## src/rtl/assert_macros.svh

```systemverilog
// Assertion macros shared by the checker RTL.
// Each use expects clk and rst_n in scope and ends its own statement.
`ifndef ASSERT_MACROS_SVH
`define ASSERT_MACROS_SVH
`ifndef NO_ASSERTIONS
`define KV_ASSERT(lbl, prop) \
    lbl: assert property (@(posedge clk) disable iff (!rst_n) prop) \
        else $error("kv checker: property violated");
`define KV_NEVER(lbl, cond) \
    lbl: assert property (@(posedge clk) disable iff (!rst_n) !(cond)) \
        else $error("kv checker: forbidden condition seen");
`else
`define KV_ASSERT(lbl, prop)
`define KV_NEVER(lbl, cond)
`endif
`endif

```

## src/rtl/kvmsc_pkg.sv

```systemverilog
// ----------------------------------------------------------------------------
// kvmsc_pkg
// Shared types, codes and helpers of the key-value metadata stream checker.
// ----------------------------------------------------------------------------
package kvmsc_pkg;

    // Any declared count or length above 2^REGION_BITS-1 is out of bound.
    localparam int REGION_BITS = 28;
    localparam int SEEN_W      = 28;

    localparam logic [2:0] FAULT_NONE      = 3'd0;
    localparam logic [2:0] FAULT_TRUNC     = 3'd1;
    localparam logic [2:0] FAULT_BAD_TYPE  = 3'd2;
    localparam logic [2:0] FAULT_NESTED    = 3'd3;
    localparam logic [2:0] FAULT_BAD_ELEM  = 3'd4;
    localparam logic [2:0] FAULT_OVER      = 3'd5;

    localparam logic [31:0] TYPE_STRING = 32'd8;
    localparam logic [31:0] TYPE_ARRAY  = 32'd9;

    // One byte of the region as it waits between intake and walker.
    typedef struct packed {
        logic [7:0] data;
        logic       last;
    } q_item_t;

    typedef struct packed {
        logic       ok;   // a fixed-size scalar type
        logic [1:0] lg;   // log2 of its size in bytes
    } scalar_info_t;

    function automatic scalar_info_t scalar_info(input logic [31:0] t);
        scalar_info_t r;
        r = '{ok: 1'b1, lg: 2'd0};
        case (t)
            32'd0, 32'd1, 32'd7: r.lg = 2'd0;
            32'd2, 32'd3:        r.lg = 2'd1;
            32'd4, 32'd5, 32'd6: r.lg = 2'd2;
            32'd10, 32'd11, 32'd12: r.lg = 2'd3;
            default: r.ok = 1'b0;
        endcase
        return r;
    endfunction

endpackage

```

## src/rtl/kvmsc_walker.sv

```systemverilog
// ----------------------------------------------------------------------------
// kvmsc_walker
// Back side: walks the entry structure one byte per cycle while the output
// is not stalled, and registers the verdict on the last byte of each region.
// ----------------------------------------------------------------------------
`include "assert_macros.svh"

module kvmsc_walker (
    input  logic                             clk,
    input  logic                             rst_n,
    input  kvmsc_pkg::q_item_t               head,
    input  logic                             head_valid,
    output logic                             pop,
    output logic                             out_valid,
    input  logic                             out_stall,
    output logic                             region_ok,
    output logic [2:0]                       fault_code,
    output logic [kvmsc_pkg::SEEN_W-1:0]     entries_seen
);
    import kvmsc_pkg::*;

    localparam int RB = REGION_BITS;

    typedef enum logic [9:0] {
        PH_COUNT    = 10'b0000000001,
        PH_KEYLEN   = 10'b0000000010,
        PH_KEYBODY  = 10'b0000000100,
        PH_TYPE     = 10'b0000001000,
        PH_VALBYTES = 10'b0000010000,
        PH_STRLEN   = 10'b0000100000,
        PH_ETYPE    = 10'b0001000000,
        PH_ACOUNT   = 10'b0010000000,
        PH_ELEN     = 10'b0100000000,
        PH_EBODY    = 10'b1000000000
    } phase_t;

    phase_t            phase_reg, phase_next;
    logic [2:0]        idx_reg, idx_next;
    logic [55:0]       shift_reg, shift_next;
    logic [RB-1:0]     ent_left_reg, ent_left_next;
    logic [RB-1:0]     run_left_reg, run_left_next;
    logic [RB-1:0]     str_left_reg, str_left_next;
    logic [3:0]        etype_reg, etype_next;
    logic [2:0]        fault_reg, fault_next;
    logic              fin_reg, fin_next;
    logic [SEEN_W-1:0] count_reg, count_next;

    logic              out_valid_reg, out_valid_next;
    logic              region_ok_reg;
    logic [2:0]        fault_code_reg;
    logic [SEEN_W-1:0] entries_seen_reg;

    logic              take;
    logic              verdict;
    logic              gather_en, gather4, gather_done;
    logic [63:0]       v64;
    logic [31:0]       v32;
    logic              v_over, v_zero, arr_over;
    logic [RB-1:0]     arr_bytes;
    scalar_info_t      type_info, elem_info;
    logic              str_done, ent_done;

    // A non-last byte never waits on the output register.
    assign take    = head_valid && (!head.last || !out_valid_reg || !out_stall);
    assign pop     = take;
    assign verdict = take && head.last;

    assign v64       = {head.data, shift_reg};
    assign v32       = {head.data, shift_reg[23:0]};
    assign v_over    = |v64[63:RB];
    assign v_zero    = (v64 == 64'd0);
    assign type_info = scalar_info(v32);
    assign elem_info = scalar_info({28'd0, etype_reg});
    assign arr_bytes = v64[RB-1:0] << elem_info.lg;

    // Array byte size stays in bound when count fits in RB - log2(size) bits.
    always_comb
    begin
        case (elem_info.lg)
            2'd0:    arr_over = |v64[63:RB];
            2'd1:    arr_over = |v64[63:RB-1];
            2'd2:    arr_over = |v64[63:RB-2];
            2'd3:    arr_over = |v64[63:RB-3];
            default: arr_over = 1'b1;
        endcase
    end

    always_comb
    begin
        phase_next    = phase_reg;
        idx_next      = idx_reg;
        shift_next    = shift_reg;
        ent_left_next = ent_left_reg;
        run_left_next = run_left_reg;
        str_left_next = str_left_reg;
        etype_next    = etype_reg;
        fault_next    = fault_reg;
        fin_next      = fin_reg;
        count_next    = count_reg;
        gather_en     = 1'b0;
        gather4       = 1'b0;
        gather_done   = 1'b0;
        str_done      = 1'b0;
        ent_done      = 1'b0;

        if (take && (fault_reg == FAULT_NONE) && !fin_reg)
        begin
            case (phase_reg)
                PH_COUNT:
                begin
                    gather_en = 1'b1;
                    if (idx_reg == 3'd7)
                    begin
                        if (v_over)
                        begin
                            fault_next = FAULT_OVER;
                        end
                        else
                        begin
                            ent_left_next = v64[RB-1:0];
                            if (v_zero)
                            begin
                                fin_next = 1'b1;
                            end
                            else
                            begin
                                phase_next = PH_KEYLEN;
                            end
                        end
                    end
                end
                PH_KEYLEN:
                begin
                    gather_en = 1'b1;
                    if (idx_reg == 3'd7)
                    begin
                        if (v_over)
                        begin
                            fault_next = FAULT_OVER;
                        end
                        else
                        begin
                            run_left_next = v64[RB-1:0];
                            phase_next    = v_zero ? PH_TYPE : PH_KEYBODY;
                        end
                    end
                end
                PH_KEYBODY:
                begin
                    run_left_next = run_left_reg - 1'b1;
                    if (run_left_reg == RB'(1))
                    begin
                        phase_next = PH_TYPE;
                    end
                end
                PH_TYPE:
                begin
                    gather_en = 1'b1;
                    gather4   = 1'b1;
                    if (idx_reg == 3'd3)
                    begin
                        if (type_info.ok)
                        begin
                            run_left_next = {{(RB-4){1'b0}}, 4'd1 << type_info.lg};
                            phase_next    = PH_VALBYTES;
                        end
                        else if (v32 == TYPE_STRING)
                        begin
                            phase_next = PH_STRLEN;
                        end
                        else if (v32 == TYPE_ARRAY)
                        begin
                            phase_next = PH_ETYPE;
                        end
                        else
                        begin
                            fault_next = FAULT_BAD_TYPE;
                        end
                    end
                end
                PH_VALBYTES:
                begin
                    run_left_next = run_left_reg - 1'b1;
                    if (run_left_reg == RB'(1))
                    begin
                        ent_done = 1'b1;
                    end
                end
                PH_STRLEN:
                begin
                    gather_en = 1'b1;
                    if (idx_reg == 3'd7)
                    begin
                        if (v_over)
                        begin
                            fault_next = FAULT_OVER;
                        end
                        else if (v_zero)
                        begin
                            ent_done = 1'b1;
                        end
                        else
                        begin
                            run_left_next = v64[RB-1:0];
                            phase_next    = PH_VALBYTES;
                        end
                    end
                end
                PH_ETYPE:
                begin
                    gather_en = 1'b1;
                    gather4   = 1'b1;
                    if (idx_reg == 3'd3)
                    begin
                        if (v32 == TYPE_ARRAY)
                        begin
                            fault_next = FAULT_NESTED;
                        end
                        else if ((v32 != TYPE_STRING) && !type_info.ok)
                        begin
                            fault_next = FAULT_BAD_ELEM;
                        end
                        else
                        begin
                            etype_next = v32[3:0];
                            phase_next = PH_ACOUNT;
                        end
                    end
                end
                PH_ACOUNT:
                begin
                    gather_en = 1'b1;
                    if (idx_reg == 3'd7)
                    begin
                        if ({28'd0, etype_reg} == TYPE_STRING)
                        begin
                            if (v_over)
                            begin
                                fault_next = FAULT_OVER;
                            end
                            else
                            begin
                                str_left_next = v64[RB-1:0];
                                if (v_zero)
                                begin
                                    ent_done = 1'b1;
                                end
                                else
                                begin
                                    phase_next = PH_ELEN;
                                end
                            end
                        end
                        else if (!elem_info.ok || arr_over)
                        begin
                            fault_next = FAULT_OVER;
                        end
                        else if (v_zero)
                        begin
                            ent_done = 1'b1;
                        end
                        else
                        begin
                            run_left_next = arr_bytes;
                            phase_next    = PH_VALBYTES;
                        end
                    end
                end
                PH_ELEN:
                begin
                    gather_en = 1'b1;
                    if (idx_reg == 3'd7)
                    begin
                        if (v_over)
                        begin
                            fault_next = FAULT_OVER;
                        end
                        else if (v_zero)
                        begin
                            str_done = 1'b1;
                        end
                        else
                        begin
                            run_left_next = v64[RB-1:0];
                            phase_next    = PH_EBODY;
                        end
                    end
                end
                PH_EBODY:
                begin
                    run_left_next = run_left_reg - 1'b1;
                    if (run_left_reg == RB'(1))
                    begin
                        str_done = 1'b1;
                    end
                end
                default:
                begin
                    phase_next = PH_COUNT;
                end
            endcase
        end

        // Gather little-endian field bytes; restart the index once complete.
        if (gather_en)
        begin
            gather_done = gather4 ? (idx_reg == 3'd3) : (idx_reg == 3'd7);
            if (gather_done)
            begin
                idx_next = 3'd0;
            end
            else
            begin
                idx_next = idx_reg + 3'd1;
                shift_next[{idx_reg, 3'b000} +: 8] = head.data;
            end
        end

        if (str_done)
        begin
            str_left_next = str_left_reg - 1'b1;
            if (str_left_reg == RB'(1))
            begin
                ent_done = 1'b1;
            end
            else
            begin
                phase_next = PH_ELEN;
            end
        end

        if (ent_done)
        begin
            if (count_reg != '1)
            begin
                count_next = count_reg + 1'b1;
            end
            ent_left_next = ent_left_reg - 1'b1;
            if (ent_left_reg == RB'(1))
            begin
                fin_next = 1'b1;
            end
            else
            begin
                phase_next = PH_KEYLEN;
            end
        end
    end

    always_comb
    begin
        out_valid_next = out_valid_reg && out_stall;
        if (verdict)
        begin
            out_valid_next = 1'b1;
        end
    end

    always_ff @(posedge clk or negedge rst_n)
    begin
        if (!rst_n)
        begin
            phase_reg     <= PH_COUNT;
            idx_reg       <= 3'd0;
            ent_left_reg  <= '0;
            run_left_reg  <= '0;
            str_left_reg  <= '0;
            etype_reg     <= 4'd0;
            fault_reg     <= FAULT_NONE;
            fin_reg       <= 1'b0;
            count_reg     <= '0;
            out_valid_reg <= 1'b0;
        end
        else if (verdict)
        begin
            // Re-arm for the next region.
            phase_reg     <= PH_COUNT;
            idx_reg       <= 3'd0;
            ent_left_reg  <= '0;
            run_left_reg  <= '0;
            str_left_reg  <= '0;
            etype_reg     <= 4'd0;
            fault_reg     <= FAULT_NONE;
            fin_reg       <= 1'b0;
            count_reg     <= '0;
            out_valid_reg <= out_valid_next;
        end
        else
        begin
            phase_reg     <= phase_next;
            idx_reg       <= idx_next;
            ent_left_reg  <= ent_left_next;
            run_left_reg  <= run_left_next;
            str_left_reg  <= str_left_next;
            etype_reg     <= etype_next;
            fault_reg     <= fault_next;
            fin_reg       <= fin_next;
            count_reg     <= count_next;
            out_valid_reg <= out_valid_next;
        end
    end

    always_ff @(posedge clk)
    begin
        shift_reg <= shift_next;
        if (verdict)
        begin
            entries_seen_reg <= count_next;
            if (fault_next != FAULT_NONE)
            begin
                region_ok_reg  <= 1'b0;
                fault_code_reg <= fault_next;
            end
            else if (fin_next)
            begin
                region_ok_reg  <= 1'b1;
                fault_code_reg <= FAULT_NONE;
            end
            else
            begin
                region_ok_reg  <= 1'b0;
                fault_code_reg <= FAULT_TRUNC;
            end
        end
    end

    assign out_valid    = out_valid_reg;
    assign region_ok    = region_ok_reg;
    assign fault_code   = fault_code_reg;
    assign entries_seen = entries_seen_reg;

    `KV_ASSERT(a_w_fault_freezes, ((fault_reg != FAULT_NONE) && !verdict) |=> $stable(phase_reg))
    `KV_ASSERT(a_w_verdict_code, out_valid_reg |-> (region_ok_reg == (fault_code_reg == FAULT_NONE)))
    `KV_NEVER(a_w_fault_and_done, (fault_reg != FAULT_NONE) && fin_reg)

endmodule

```

## config.mk

```make
export PLATFORM = sky130hd
export DESIGN_NAME = kvmsc_walker
export DESIGN_NICKNAME = d
export VERILOG_FILES = /design/src/rtl/kvmsc_pkg.sv /design/src/rtl/kvmsc_walker.sv
export VERILOG_INCLUDE_DIRS = /design/src /design/src/rtl
export SDC_FILE = /design/constraint.sdc
export NUM_CORES = 1
export LEC_CHECK = 0
export BUFFER_PORTS_ARGS = -buffer_cell sky130_fd_sc_hd__buf_2
export CAP_MARGIN = 25
export CORE_AREA = 2 2 182 202
export CTS_CLUSTER_DIAMETER = 200
export DETAILED_ROUTE_END_ITERATION = 16
export DIE_AREA = 0 0 184 204
export PLACE_DENSITY = 0.64
export SLEW_MARGIN = 20
export SYNTH_ARGS = -nofsm -noshare
export SYNTH_HDL_FRONTEND = slang
export SYNTH_SLANG_ARGS = --single-unit
export TNS_END_PERCENT = 10
```

## constraint.sdc

```tcl
create_clock -name clk -period 5.3 [get_ports clk]
set_clock_uncertainty 0.15 [all_clocks]
set_input_delay 0.53 -clock clk [delete_from_list [all_inputs] [get_ports clk]]
set_output_delay 0.53 -clock clk [all_outputs]
set_load 0.01 [all_outputs]
```

==> flow_metrics.py <==
metrics = {
    "drt": {
        "vias_per_cell": 6.404,
        "num_vias": 12788,
        "drt_iter0_markers": 1200,
        "wire_per_inst_um": 22.21,
        "ant_nets": 0,
        "drt_first_pass_iters": 5,
        "wirelength_um": 44350,
        "drc": 0,
    },
    "pwr": {
        "power.density_mw_per_mm2": 308.6,
        "p_leak_nw": 6.283,
        "peakVddDrop_uv": 288.4,
        "finalPower_mw": 4.791,
    },
    "timing": {
        "period_minus_slack_ns": 4.535,
        "hold_ws_ns": -0.05936,
        "hold_viol": 43,
        "final.period_utilization_pct": 85.56,
        "setup_tns_ns": 0,
        "worstMarginPinSlew_ns": 1.082,
        "slew_viol_final": 0,
        "setup_viol": 0,
        "max_freq_mhz": 220.5,
        "slew_headroom_pct": 25.99,
        "finalWorstSetupSlack_ns": 0.7651,
        "rsz0062_at_grt": "false",
    },
    "placement": {
        "routabilityCongestion": 0.9379,
        "dpl.cell_count": 1948,
        "post_dp_cell_area_mm2": 0.01462,
        "dp_slack_ns": 0.8543,
        "dp_hpwl_um": 30280,
        "io_buffers": 46,
    },
    "floorplan": {
        "ios": 47,
        "die_y_um": 204,
        "placementRows": 73,
        "initial_utilization_pct": 39.23,
        "coreArea_mm2": 0.03562,
        "die_x_um": 184,
        "die_area_mm2": 0.03754,
    },
    "critical_path": {
        "critPathCaptureType": "register",
        "worst-path-max-fanout": 15,
        "required_ns": 5.58,
        "path_class": "reg -> reg",
        "r2r-start": "shift_reg[19]",
        "arrival_ns": 4.82,
        "cp-start-kind": "register",
        "critPathLaunch": "shift_reg[19]",
    },
    "synth": {
        "synth_area_mm2": 0.01398,
        "synth_flop_cell": "dfrtp_1",
        "synth-seq-area-share_pct": 42.91,
        "async_flop_share_pct": 60.36,
        "syn_area_per_cell_um2": 9.189,
        "synthesis.nets": 1546,
        "netlist-cell-type-count": 91,
        "synth-edff-count": 88,
        "ys_ff_latch": 222,
        "syn_inst": 1521,
        "yosys_warnings": 0,
    },
    "cts": {
        "cts_max_path_buffers": 3,
        "clock-root-buffer": "clkbuf_16",
        "hold_buffers": 0,
        "clock-sinks": 222,
        "htree_levels": 1,
        "post_cts_buffers": 0,
        "post_cts_resized": 0,
        "cts_tree": "built",
        "cts_buffers": 25,
        "clkTransAtPathRegs_ns": 0.06,
        "clk_latency_ns": 0.55,
    },
    "final_layout": {
        "largest_reg_flops": 56,
        "design_area_mm2": 0.01552,
        "fin_nets": 1553,
        "layout_common_cells": "nand2_1, dfrtp_1, nor2_1",
        "final_common_cell": "nand2_1",
        "final_cells": 1997,
        "syn_to_final_growth_pct": 11.07,
        "diodes": 0,
        "drive_gt1_share_pct": 12.15,
        "fin_util_pct": 43.58,
    },
    "global_routing": {
        "grt_max_degree": 106,
        "grt_first_pass_wirelength_um": 69920,
        "track_usage_pct": 23.60,
        "grt-ovfl-total": 0,
        "grt_pass1_vias": 12371,
        "antenna_found_initial": 0,
    },
    "job": {
        "drv_cap": 0,
    },
    "status": {
        "status": "finished with violations",
        "violations": "hold timing",
    },
    "hold_path": {
        "hp-class": "in -> async",
    },
}
[final timing paths]
path | slack, ns | depth (start not counted) | to
hold reg to reg | 0.33 | 2 | out_valid
min in group clk | 0.04 | 3 | out_valid
setup / recovery | 0.77 | 8 | run_left_reg[14]
max in group asynchronous | 3.95 | 2 | phase_reg[0]
hold / removal | -0.06 | 1 | str_left_reg[16]
setup reg to reg | 0.77 | 8 | run_left_reg[14]
[Yosys cell counts (all sizes together) (14+ instances only)]
library cell	n	area, um^2
a211oi	16	120.1
nor4	53	395.4
edfxtp	88	2643
nand2	146	548.0
and2	71	444.2
o221ai	14	122.6
or2	16	100.1
or4	16	123.9
a21oi	68	340.3
mux2i	46	460.4
a32oi	18	157.7
clkbuf	80	300.3
xnor2	17	148.9
buf	22	130.1
nand3	56	280.3
inv	27	101.4
dfrtp	133	3328
xor2	18	157.7
and3	42	262.8
o21ai	62	310.3
nor3	89	471.7
nor2	101	379.1
nand4	39	262.8
or3	26	167.7
a31oi	27	168.9
[critical path, cell delays in order, from the launching register on]
cell and delay, ns:
edfxtp_1 0.54, nor4_1 0.57, nand4_2 0.29, a2111oi_0 1.00
o22ai_1 0.27, a2111oi_2 0.39, buf_4 0.28, nand2_1 0.48
a31o_2 0.43
[final cells by class]
cell class / instances / area [um^2]
Fill cell: 3443 / 20100
Clock inverter: 19 / 215.2
Timing Repair Buffer: 82 / 536.8
Inverter: 27 / 103.9
Clock buffer: 27 / 633.1
Sequential cell: 222 / 5997
Multi-Input combinational cell: 1170 / 7473
Tap cell: 450 / 563.0
[power breakdown]
part,switching (mW),internal (mW)
clock network,0.756,1.07
registers,0.121,1.88
logic,0.627,0.347
[cells by family after synthesis]
logic type / after synthesis / share of synthesized area (%)
compound gates: 356 / 18.03
xor+xnor: 35 / 2.193
fa+ha+maj: 13 / 1.146
buf+inv: 129 / 3.805
flops: 222 / 42.91
mux: 56 / 4.127
simple gates: 710 / 27.79
[routing by layer]
| metal | vias up | track usage, % | wire length [um] |
|---|---|---|---|
| li1 | 5843 | - | - |
| met1 | 6233 | 30.82 | 18280 |
| met2 | 581 | 38.07 | 20790 |
| met3 | 131 | 3.083 | 3007 |
| met4 | 0 | 12.74 | 2279 |
| met5 | - | 0 | 0 |
No activity file was read; power rests on OpenSTA's default activity.
